===== config.mk =====
export PLATFORM = sky130hd
export DESIGN_NAME = can_bit_timing_search
export DESIGN_NICKNAME = d
export VERILOG_FILES = /design/src/rtl/cbts_pkg.sv /design/src/rtl/cbts_div.sv /design/src/rtl/can_bit_timing_search.sv
export SDC_FILE = /design/constraint.sdc
export NUM_CORES = 1
export LEC_CHECK = 0
export BUFFER_PORTS_ARGS = -buffer_cell sky130_fd_sc_hd__buf_2
export CELL_PAD_IN_SITES_DETAIL_PLACEMENT = 0
export CELL_PAD_IN_SITES_GLOBAL_PLACEMENT = 1
export CORE_MARGIN = 10
export CORE_UTILIZATION = 30
export CTS_BUF_LIST = sky130_fd_sc_hd__clkbuf_8
export CTS_CLUSTER_SIZE = 8
export DETAILED_ROUTE_END_ITERATION = 8
export PLACE_DENSITY_LB_ADDON = 0.1
export SYNTH_ARGS = -nofsm -noshare
export SYNTH_HDL_FRONTEND = slang
export SYNTH_SLANG_ARGS = --single-unit

===== constraint.sdc =====
create_clock -name i_clk -period 11.04 [get_ports i_clk]
set_input_delay 1.104 -clock i_clk [delete_from_list [all_inputs] [get_ports i_clk]]
set_output_delay 1.104 -clock i_clk [all_outputs]
set_load 0.01 [all_outputs]

===== src/rtl/cbts_pkg.sv =====
// Package for the CAN bit timing search: payload structs, register indexes.
// No dependencies.
`timescale 1ns / 1ps
`default_nettype none
package cbts_pkg;
    typedef struct packed {
        logic [19:0] target_bitrate;
        logic [3:0]  jump_width_limit;
    } t_in_item;

    typedef struct packed {
        logic [10:0] prescaler;
        logic [7:0]  prop_segment;
        logic [8:0]  phase_one;
        logic [7:0]  phase_two;
        logic        jump_width;
        logic [31:0] rate_error;
        logic        exact_match;
    } t_out_item;

    localparam logic [2:0] REG_CLOCK    = 3'd0;
    localparam logic [2:0] REG_SEG1_MIN = 3'd1;
    localparam logic [2:0] REG_SEG1_MAX = 3'd2;
    localparam logic [2:0] REG_SEG2_MIN = 3'd3;
    localparam logic [2:0] REG_SEG2_MAX = 3'd4;
    localparam logic [2:0] REG_PRE_MIN  = 3'd5;
    localparam logic [2:0] REG_PRE_MAX  = 3'd6;
    localparam logic [2:0] REG_PRE_STEP = 3'd7;

    localparam int unsigned SAMPLE_TARGET = 875;
    localparam int unsigned PER_MILLE     = 1000;
endpackage
`default_nettype wire


===== src/rtl/cbts_div.sv =====
// Shared restoring divider, one quotient bit per cycle (32-bit / 32-bit).
// Depends on nothing.
`timescale 1ns / 1ps
`default_nettype none
module cbts_div (
    input  wire logic        i_clk,
    input  wire logic        i_rst_n,
    input  wire logic        i_start,
    input  wire logic [31:0] i_num,
    input  wire logic [31:0] i_den,
    output logic             o_done,
    output logic [31:0]      o_quot
);
    logic [31:0] r_rem, r_quot, r_den;
    logic [5:0]  r_cnt;
    logic        r_busy;
    logic [32:0] w_trial;
    logic [32:0] w_sub;

    assign w_trial = {r_rem, r_quot[31]};
    assign w_sub   = w_trial - {1'b0, r_den};

    always_ff @(posedge i_clk) begin
        o_done <= 1'b0;
        if (!i_rst_n) begin
            r_busy <= 1'b0;
            r_cnt  <= '0;
        end else if (i_start) begin
            r_busy <= 1'b1;
            r_cnt  <= 6'd32;
            r_rem  <= '0;
            r_quot <= i_num;
            r_den  <= i_den;
        end else if (r_busy) begin
            if (!w_sub[32]) begin
                r_rem  <= w_sub[31:0];
                r_quot <= {r_quot[30:0], 1'b1};
            end else begin
                r_rem  <= w_trial[31:0];
                r_quot <= {r_quot[30:0], 1'b0};
            end
            r_cnt <= r_cnt - 6'd1;
            if (r_cnt == 6'd1) begin
                r_busy <= 1'b0;
                o_done <= 1'b1;
            end
        end
    end
    assign o_quot = r_quot;
endmodule
`default_nettype wire


===== src/rtl/can_bit_timing_search.sv =====
// CAN bit timing search top level: config registers, search sequencer.
// Depends on cbts_pkg and cbts_div.
//
// channel | valid        | ready        | payload
// cfg     | i_cfg_valid  | o_cfg_ready  | i_cfg_index, i_cfg_data
// in      | i_in_valid   | o_in_ready   | i_in_data
// out     | o_out_valid  | i_out_ready  | o_out_data
//
// Each candidate passes S_SEG2, S_MUL, two divider launches and S_CMP, plus two
// waits on the single shared 32-step divider. Each seg1 value and each prescaler
// also pass through S_SEG1 and S_PRE; the result goes out from S_OUT.
// Reset is synchronous; no item is taken while a search runs or a result waits,
// and a config write offered in idle goes ahead of an input item.
`timescale 1ns / 1ps
`default_nettype none
module can_bit_timing_search (
    input  wire logic               i_clk,
    input  wire logic               i_rst_n,
    input  wire logic               i_cfg_valid,
    output logic                    o_cfg_ready,
    input  wire logic [2:0]         i_cfg_index,
    input  wire logic [29:0]        i_cfg_data,
    input  wire logic               i_in_valid,
    output logic                    o_in_ready,
    input  wire cbts_pkg::t_in_item i_in_data,
    output logic                    o_out_valid,
    input  wire logic               i_out_ready,
    output cbts_pkg::t_out_item     o_out_data
);
    import cbts_pkg::*;

    typedef enum logic [3:0] {
        S_IDLE, S_PRE, S_SEG1, S_SEG2, S_MUL, S_RDIV, S_RWAIT,
        S_SDIV, S_SWAIT, S_CMP, S_OUT
    } t_state;

    t_state      r_state;
    logic [29:0] r_clk_hz;
    logic [8:0]  r_s1_min, r_s1_max;
    logic [7:0]  r_s2_min, r_s2_max;
    logic [10:0] r_p_min, r_p_max, r_p_step;

    logic [19:0] r_target;
    logic        r_jump;
    logic [11:0] r_pre;
    logic [9:0]  r_s1;
    logic [8:0]  r_s2;
    logic [9:0]  r_quanta;
    logic [21:0] r_prod;
    logic [31:0] r_rate;
    logic [31:0] r_err;
    logic [9:0]  r_serr;
    logic [31:0] r_best_err;
    logic [9:0]  r_best_serr;
    logic        r_found;
    logic [10:0] r_b_pre;
    logic [8:0]  r_b_s1;
    logic [7:0]  r_b_s2;

    logic        r_dstart;
    logic [31:0] r_dnum, r_dden;
    logic        w_ddone;
    logic [31:0] w_dquot;

    cbts_div u_div (
        .i_clk  (i_clk),
        .i_rst_n(i_rst_n),
        .i_start(r_dstart),
        .i_num  (r_dnum),
        .i_den  (r_dden),
        .o_done (w_ddone),
        .o_quot (w_dquot)
    );

    logic [11:0] w_step;
    logic [9:0]  w_serr_abs;
    logic [7:0]  w_prop;
    logic [8:0]  w_ph1;
    logic [8:0]  w_half;

    assign w_step = (r_p_step == '0) ? 12'd1 : {1'b0, r_p_step};
    assign w_serr_abs = (w_dquot[9:0] > 10'(SAMPLE_TARGET))
                      ? w_dquot[9:0] - 10'(SAMPLE_TARGET)
                      : 10'(SAMPLE_TARGET) - w_dquot[9:0];

    always_comb begin
        w_half = {1'b0, r_b_s1[8:1]};
        if (w_half == '0) w_half = 9'd1;
        if (r_b_s1 <= w_half) begin
            w_ph1  = 9'd1;
            w_prop = (r_b_s1 != '0) ? 8'(r_b_s1 - 9'd1) : 8'd0;
        end else begin
            w_ph1  = r_b_s1 - w_half;
            w_prop = w_half[7:0];
        end
    end

    assign o_cfg_ready = (r_state == S_IDLE);
    assign o_in_ready  = (r_state == S_IDLE) && !i_cfg_valid;

    always_ff @(posedge i_clk) begin
        r_dstart <= 1'b0;
        if (!i_rst_n) begin
            r_state     <= S_IDLE;
            o_out_valid <= 1'b0;
            r_clk_hz    <= 30'd48000000;
            r_s1_min    <= 9'd1;
            r_s1_max    <= 9'd16;
            r_s2_min    <= 8'd1;
            r_s2_max    <= 8'd8;
            r_p_min     <= 11'd1;
            r_p_max     <= 11'd1024;
            r_p_step    <= 11'd1;
        end else begin
            unique case (r_state)
                S_IDLE: begin
                    if (i_cfg_valid) begin
                        unique case (i_cfg_index)
                            REG_CLOCK:    r_clk_hz <= i_cfg_data;
                            REG_SEG1_MIN: r_s1_min <= i_cfg_data[8:0];
                            REG_SEG1_MAX: r_s1_max <= i_cfg_data[8:0];
                            REG_SEG2_MIN: r_s2_min <= i_cfg_data[7:0];
                            REG_SEG2_MAX: r_s2_max <= i_cfg_data[7:0];
                            REG_PRE_MIN:  r_p_min  <= i_cfg_data[10:0];
                            REG_PRE_MAX:  r_p_max  <= i_cfg_data[10:0];
                            REG_PRE_STEP: r_p_step <= i_cfg_data[10:0];
                            default: ;
                        endcase
                    end else if (i_in_valid) begin
                        r_target    <= i_in_data.target_bitrate;
                        r_jump      <= (i_in_data.jump_width_limit != '0);
                        r_pre       <= {1'b0, r_p_min};
                        r_found     <= 1'b0;
                        r_best_err  <= '1;
                        r_best_serr <= '1;
                        r_b_pre     <= '0;
                        r_b_s1      <= '0;
                        r_b_s2      <= '0;
                        r_state     <= S_PRE;
                    end
                end
                S_PRE: begin
                    if (r_pre > {1'b0, r_p_max}) begin
                        r_state <= S_OUT;
                    end else if (r_pre == '0) begin
                        r_pre <= r_pre + w_step;
                    end else begin
                        r_s1    <= {1'b0, r_s1_min};
                        r_state <= S_SEG1;
                    end
                end
                S_SEG1: begin
                    if (r_s1 > {1'b0, r_s1_max}) begin
                        r_pre   <= r_pre + w_step;
                        r_state <= S_PRE;
                    end else begin
                        r_s2    <= {1'b0, r_s2_min};
                        r_state <= S_SEG2;
                    end
                end
                S_SEG2: begin
                    if (r_s2 > {1'b0, r_s2_max}) begin
                        r_s1    <= r_s1 + 10'd1;
                        r_state <= S_SEG1;
                    end else begin
                        r_quanta <= 10'd1 + r_s1 + 10'(r_s2);
                        r_state  <= S_MUL;
                    end
                end
                S_MUL: begin
                    r_prod  <= {11'b0, r_pre[10:0]} * {12'b0, r_quanta};
                    r_state <= S_RDIV;
                end
                S_RDIV: begin
                    r_dnum   <= {2'b0, r_clk_hz};
                    r_dden   <= {10'b0, r_prod};
                    r_dstart <= 1'b1;
                    r_state  <= S_RWAIT;
                end
                S_RWAIT: begin
                    if (w_ddone) begin
                        r_rate  <= w_dquot;
                        r_state <= S_SDIV;
                    end
                end
                S_SDIV: begin
                    r_err    <= (r_rate > {12'b0, r_target})
                              ? r_rate - {12'b0, r_target}
                              : {12'b0, r_target} - r_rate;
                    r_dnum   <= ({22'b0, r_s1} + 32'd1) * 32'(PER_MILLE);
                    r_dden   <= {22'b0, r_quanta};
                    r_dstart <= 1'b1;
                    r_state  <= S_SWAIT;
                end
                S_SWAIT: begin
                    if (w_ddone) begin
                        r_serr  <= w_serr_abs;
                        r_state <= S_CMP;
                    end
                end
                S_CMP: begin
                    if (!r_found || r_err < r_best_err ||
                        (r_err == r_best_err && r_serr < r_best_serr)) begin
                        r_found     <= 1'b1;
                        r_best_err  <= r_err;
                        r_best_serr <= r_serr;
                        r_b_pre     <= r_pre[10:0];
                        r_b_s1      <= r_s1[8:0];
                        r_b_s2      <= r_s2[7:0];
                    end
                    r_s2    <= r_s2 + 9'd1;
                    r_state <= S_SEG2;
                end
                S_OUT: begin
                    if (!o_out_valid) begin
                        o_out_valid <= 1'b1;
                        o_out_data.prescaler    <= r_b_pre;
                        o_out_data.prop_segment <= r_found ? w_prop : 8'd0;
                        o_out_data.phase_one    <= r_found ? w_ph1 : 9'd0;
                        o_out_data.phase_two    <= r_b_s2;
                        o_out_data.jump_width   <= r_found & r_jump;
                        o_out_data.rate_error   <= r_best_err;
                        o_out_data.exact_match  <= r_found && (r_best_err == '0);
                    end else if (i_out_ready) begin
                        o_out_valid <= 1'b0;
                        r_state     <= S_IDLE;
                    end
                end
                default: r_state <= S_IDLE;
            endcase
        end
    end

    a_no_in_when_busy: assert property (@(posedge i_clk) disable iff (!i_rst_n)
        o_out_valid |-> !o_in_ready)
        else $error("input ready while result pending");
    a_exact_zero: assert property (@(posedge i_clk) disable iff (!i_rst_n)
        (o_out_valid && o_out_data.exact_match) |-> (o_out_data.rate_error == '0))
        else $error("exact flag with nonzero error");
    a_div_start_busy: assert property (@(posedge i_clk) disable iff (!i_rst_n)
        r_dstart |-> (r_state == S_RWAIT || r_state == S_SWAIT))
        else $error("divider started outside search");
endmodule
`default_nettype wire

Yosys cells after proc, flatten, opt, wreduce, memory -nomap -nowiden
Cells that the tools add are included.
{ "op_classes": {"n_addsub": 13, "multipliers": 2, "magnitude_cmp": 8, "n_eq_ne": 33, "muxes": 70, "bitwise": 7, "n_reduce_logical": 48} }
{ "op_table": {"columns": ["operator", "n"], "rows": [
  ["32-bit 2-to-1 mux", 8],
  ["32-bit one-hot mux with 2 select lines", 3],
  ["10-bit 2-to-1 mux", 7],
  ["12-bit 2-to-1 mux", 5],
  ["8-bit 2-to-1 mux", 6],
  ["11-bit 2-to-1 mux", 4],
  ["4-bit one-hot mux with 11 select lines", 1],
  ["10-bit one-hot mux with 2 select lines", 2],
  ["3-bit AND reduction", 13],
  ["9-bit 2-to-1 mux", 4],
  ["12-bit one-hot mux with 3 select lines", 1],
  ["9-bit one-hot mux with 2 select lines", 2],
  ["33-bit by 32-bit subtractor with 33-bit output", 1],
  ["32-bit equality test", 1],
  ["32-bit by 20-bit > comparator with 1-bit output", 1],
  ["32-bit logical NOT", 1],
  ["32-bit < comparator", 1],
  ["4-bit 2-to-1 mux", 8],
  ["20-bit by 32-bit subtractor with 32-bit output", 1],
  ["32-bit by 20-bit subtractor with 32-bit output", 1],
  ["11-bit one-hot mux with 2 select lines", 1],
  ["11-bit by 10-bit multiplier with 21-bit output", 1],
  ["2-bit != test (second input constant)", 10],
  ["11-bit by 7-bit multiplier with 18-bit output (second input constant)", 1],
  ["other kinds (52)", 97]
]} }
{ "totals": {"register_bits": 569, "in_bits": 62, "output_inout_bits": 73, "wordCells": 225} }

Logic depth before layout (Yosys ltp)
{ "depth": {"depth_word": 6, "ltp_mapped": 22, "depth_no_buf": 21} }

Cells and area by module
From an unflattened synthesis, not the netlist that was laid out.
{ "hier_totals": {"hier_cells": 3140, "hier_area_um2": 33781.1} }
{ "by_module_without_submodules": {"columns": ["module", "instances", "cells_each", "area_per_inst_um2", "seq_area_each_um2"], "rows": [
  ["can_bit_timing_search", 1, 2646, 27971.8, 12542.0],
  ["cbts_div", 1, 494, 5809.3, 3042.9]
]} }

Worst setup path before layout
Ideal clock, no wire load.
{ "synth_timing": {"path_kind": "input to register", "from": "in i_rst_n", "to": "reg o_out_data[0] in the netlist's numbering (enable)", "t_arrival_ns": 8.057, "setup_slack_ns": 2.312, "path_stages": 3, "n_path_buf": 1, "path_cell_list": "inv_1 clkbuf_1 nor4_1"} }
{ "synth_between": {"elab_chain_cells": 1} }
{ "synth_lines": {"columns": ["element", "line_no", "text"], "rows": [
  ["start: declaration", "can_bit_timing_search.sv:18", "input wire logic i_rst_n,"],
  ["3-bit AND reduction (no source line)", null, null],
  ["end: declaration", "can_bit_timing_search.sv:28", "output cbts_pkg::t_out_item o_out_data"]
]} }
Every way passes these cells.
A chain may end at the register's enable or synchronous reset.

Final worst setup path
{ "layout_timing": {"from": "reg r_s1[0]", "to": "reg r_dnum[19] (data pin)"} }
{ "layout_between": {"elab_chain_cells": 3} }
{ "layout_lines": {"columns": ["element", "line_no", "text"], "rows": [
  ["start: declaration", "can_bit_timing_search.sv:46", "logic [9:0] r_s1;"],
  ["start signal: assignment", "can_bit_timing_search.sv:148", "r_s1 <= {1'b0, r_s1_min};"],
  ["start signal: assignment", "can_bit_timing_search.sv:163", "r_s1 <= r_s1 + 10'd1;"],
  ["10-bit by 1-bit adder with 11-bit output", "can_bit_timing_search.sv:190", "r_dnum <= ({22'b0, r_s1} + 32'd1) * 32'(PER_MILLE);"],
  ["11-bit by 7-bit multiplier with 18-bit output", "can_bit_timing_search.sv:190", null],
  ["32-bit one-hot mux with 2 select lines", "can_bit_timing_search.sv:115", "unique case (r_state)"],
  ["end signal: assignment", "can_bit_timing_search.sv:175", "r_dnum <= {2'b0, r_clk_hz};"],
  ["end signal: assignment", "can_bit_timing_search.sv:190", null],
  ["end: declaration", "can_bit_timing_search.sv:61", "logic [31:0] r_dnum, r_dden;"]
]} }
Every way passes these cells. The select of a mux whose other input is x is not followed.

==> summary.md <==
| Metric | Value |
|---|---|
| Buffer count from post-CTS setup fixing | 0 |
| Slew at the pin with the worst max-slew slack | roughly 1.1 ns |
| Vias in the first global route | between 20000 and 25000 |
| Total Power | around 7.7 mW |
| FF-to-FF setup slack | between 5 and 6 ns |
| Core Area | approximately 0.11 sq mm |
| Fmax | approximately 170 MHz |
| CTS Hold Buffers Added | 0 |
| Max Cap Viol | 0 |
| Cell leakage power | roughly 15 nW |
| Max-slew violations | 0 |
| Clock slew at reported path FFs | around 0.060 ns |
| Seq/Total Area, Yosys | 0.462 |
| Router iterations before antenna repair | 6 |
| IO buf count | ~130 |
| CTS tree | done |
| Final antenna-violating net count | 0 |
| DIE AREA | 0.124 sq mm |
| Hold Path Origin | r_dden[2] |
| CP peak stage delay | 0.60 ns |
| Share of cells above drive strength 1 | 0.121 |
| Syn nets | ~3500 |
| Slew headroom | 0.269 |
| Critical path startpoint | r_s1[0] |
| Data required, critical path | approximately 12 ns |
| Post-Syn Instances | 3081 |
| Fraction of registers with async set/reset | 0 |
| Startpoint Class | flop |
| Total clock buffers created by CTS | approximately 100 |
| #FFs+latches synth | between 500 and 600 |
| Worst setup path endpoint | r_dnum[19] |
| Placed inst area | around 0.035 sq mm |
| Fin crit share | 0.534 |
| RSZ-0062 raised after global routing | false |
| H-Tree Depth | 3 |
| Critical path class | reg -> reg |
| R2R depth | 18 |
| Post-route setup TNS | 0 ns |
| Crit path depth | 18 |
| WP buf/inv | 3 |
| Initial Util | 0.303 |
| Clk sinks | around 550 |
| CP delay by family, top | adder cells |
| DRC | 0 |
| Global-route congestion overflow total | 0 |
| Crit Path Max Fanout | 10 |
| Commonest non-fill, non-tap cell in the layout | edfxtp_1 |
| FF-to-FF Start | r_s1[0] |
| Setup violations, final | 0 |
| Cell row count | about 120 |
| Main synth FF type | edfxtp_1 |
| Vias per inst | about 4.8 |
| Peak supply drop | about 0.20 mV |
| Yosys warning count | 0 |
| Slowest CP cell | xor2_1 |
| Worst skew pair latency | about 0.77 ns |
| Die boundary height | ~350 microns |
| Final non-filler cell total | ~4700 |
| HPWL Detailed | a little under 70 mm |
| Vias | around 23000 |
| Overall routed net length | just over 90 mm |
| Avg WL per Cell | just under 20 microns |
| Area delta synth->final | 12.6% |
| Clock Tree Root | clkbuf_8 |
| Most frequent cells in the layout | 434 x edfxtp_1, 344 x inv_1, 276 x nand2_1 |
| # resized after CTS | 0 |
| Worst Setup End Kind | flop |
| Worst-case clock buffer depth | 3 |
| Max Clock Skew | about 0.056 ns |
| Design area | 0.0371 sq mm |
| Synth top area share | 0.395 |
| Mean Syn Cell Area | 10.7 sq um |
| Unique masters post-synth | approximately 90 |
| Tmin final | around 5.9 ns |
| Power per Cell Area | 207 mW/mm^2 |
| WP data arrival | 6.38 ns |
| Outcome | completed |
| EDFF count, synth | about 430 |
| R2r endpoint | r_dnum[19] |
| CP Cell Sequence | ha_1, nand2_1, xor2_1, inv_1, ha_1, inv_1, fa_1, fa_1, fa_1, inv_1, ha_1, or3_1, a211oi_1, nor3b_1, o31ai_1, a21oi_1, mux2i_1, o211ai_1 |
| Starting DRC count in detailed routing | slightly above 1000 |
| Gpl congestion | 0.806 |
| NumNets Final | 3650 |
| Antenna violations before repair | 1 |
| Chip Width | approximately 350 microns |
| Synth Cell Area | ~0.033 sq mm |
| Final hold vios | 0 |
| IO Pins | 135 |
| HP Class | reg -> reg |
| Largest net degree at the start of global routing | 65 |
| Area leader, netlist | edfxtp_1 |
| Placed Cells | between 4000 and 5000 |
| First-pass GRT wire length | roughly 140 mm |
| Total GRT Usage | 0.146 |
| Dominant cells by area after synthesis | edfxtp_1 40%, ha_1 10%, dfxtp_1 6.7% |
-- layout make-up --
type / count / area [sq um]
Inverter: 314 / 1180
Multi-Input combinational cell: 2092 / 16100
Tap cell: 1414 / 1770
Clock buffer: 107 / 1470
Timing Repair Buffer: 160 / 866
Antenna cell: 1 / 2.50
Sequential cell: 545 / 15300
Fill cell: 11000 / 71900
Clock inverter: 73 / 474
-- where the power goes --
part	internal (mW)	switching (mW)	leakage, nW
Combinational	1.38	1.85	9.56
Clock	0.995	0.905	1.12
Sequential	2.43	0.121	4.71
Total	4.80	2.88	15.4
-- through the flow --
step | hold WS (ns) | util | worst slack [ns]
floorplan | 0.400 | - | 2.31
global placement | 0.402 | 0.323 | 5.22
global route | 0.399 | 0.341 | 4.67
finish | 0.395 | 0.341 | 5.14
CTS | 0.365 | 0.341 | 5.07
detailed placement | 0.405 | 0.323 | 5.08
-- routing by layer --
metal,global-route usage,up-vias,wire [microns]
li1,-,11000,-
met1,0.196,11000,43200
met2,0.236,428,41000
met3,0.0266,143,4190
met4,0.0482,0,2490
met5,0,-,0
-- sequential cells by signal (all words and copies together), names as in the netlist, 30 cells and up --
| name | flops |
|---|---|
| r_err | 32 |
| r_clk_hz | 30 |
| u_div.r_rem | 32 |
| u_div.o_quot | 32 |
| r_best_err | 32 |
| r_rate | 32 |
| o_out_data | 70 |
| r_dnum | 30 |
-- cell usage after synthesis (6+ instances only) --
library cell and instances:
a211o_1 6, nand3_1 53, a21o_1 62, nor4_1 25, xnor2_1 82, a211oi_1 23, mux2_2 48, a21oi_1 188
ha_1 269, or2_2 11, or3_1 18, nand4_1 28, clkbuf_1 106, and4_1 6, or4_1 10, nor3_1 33
and2_1 128, a2111oi_0 6, nand2_1 276, nand3b_1 9, o21bai_1 27, buf_1 8, nand2b_1 61, inv_1 312
o211ai_1 14, buf_2 12, dfxtp_1 111, nor2b_1 26, edfxtp_1 434, o21ai_0 106, o31ai_1 17, o21a_1 14
nor2_1 183, mux2i_1 72, and3_1 22, xor2_1 48, nor3b_1 9, a31oi_1 9, fa_1 105, a21boi_0 9
-- logic make-up (layout without fill, tap and decap cells) --
kind of cell,Yosys count,after routing,share of synthesized area
simple gates,924,924,0.142
flops,545,545,0.462
compound gates,538,538,0.103
buf+inv,444,654,0.0518
fa+ha+maj,378,378,0.167
xor+xnor,131,131,0.0350
mux,121,121,0.0387
other cells,0,1,0
-- worst register-to-register path, stage by stage (launching register included) --
cell      delay (ns)
edfxtp_1        0.55
ha_1            0.34
nand2_1         0.11
xor2_1          0.60
inv_1           0.25
ha_1            0.35
inv_1           0.05
fa_1            0.55
fa_1            0.44
fa_1            0.51
inv_1           0.04
ha_1            0.19
or3_1           0.38
a211oi_1        0.30
nor3b_1         0.12
o31ai_1         0.41
a21oi_1         0.15
mux2i_1         0.17
o211ai_1        0.10
-- worst min path at each step --
stage / to / slack, ns / depth (start not counted)
after floorplan: o_out_data[34] / 0.40 / 0
after global placement: u_div.r_den[14] / 0.40 / 0
after detailed placement: o_out_data[39] / 0.41 / 0
after CTS: u_div.r_den[2] / 0.37 / 0
after global routing: u_div.r_den[1] / 0.40 / 0
final: u_div.r_den[2] / 0.39 / 0
No activity file was read; power rests on OpenSTA's default activity.
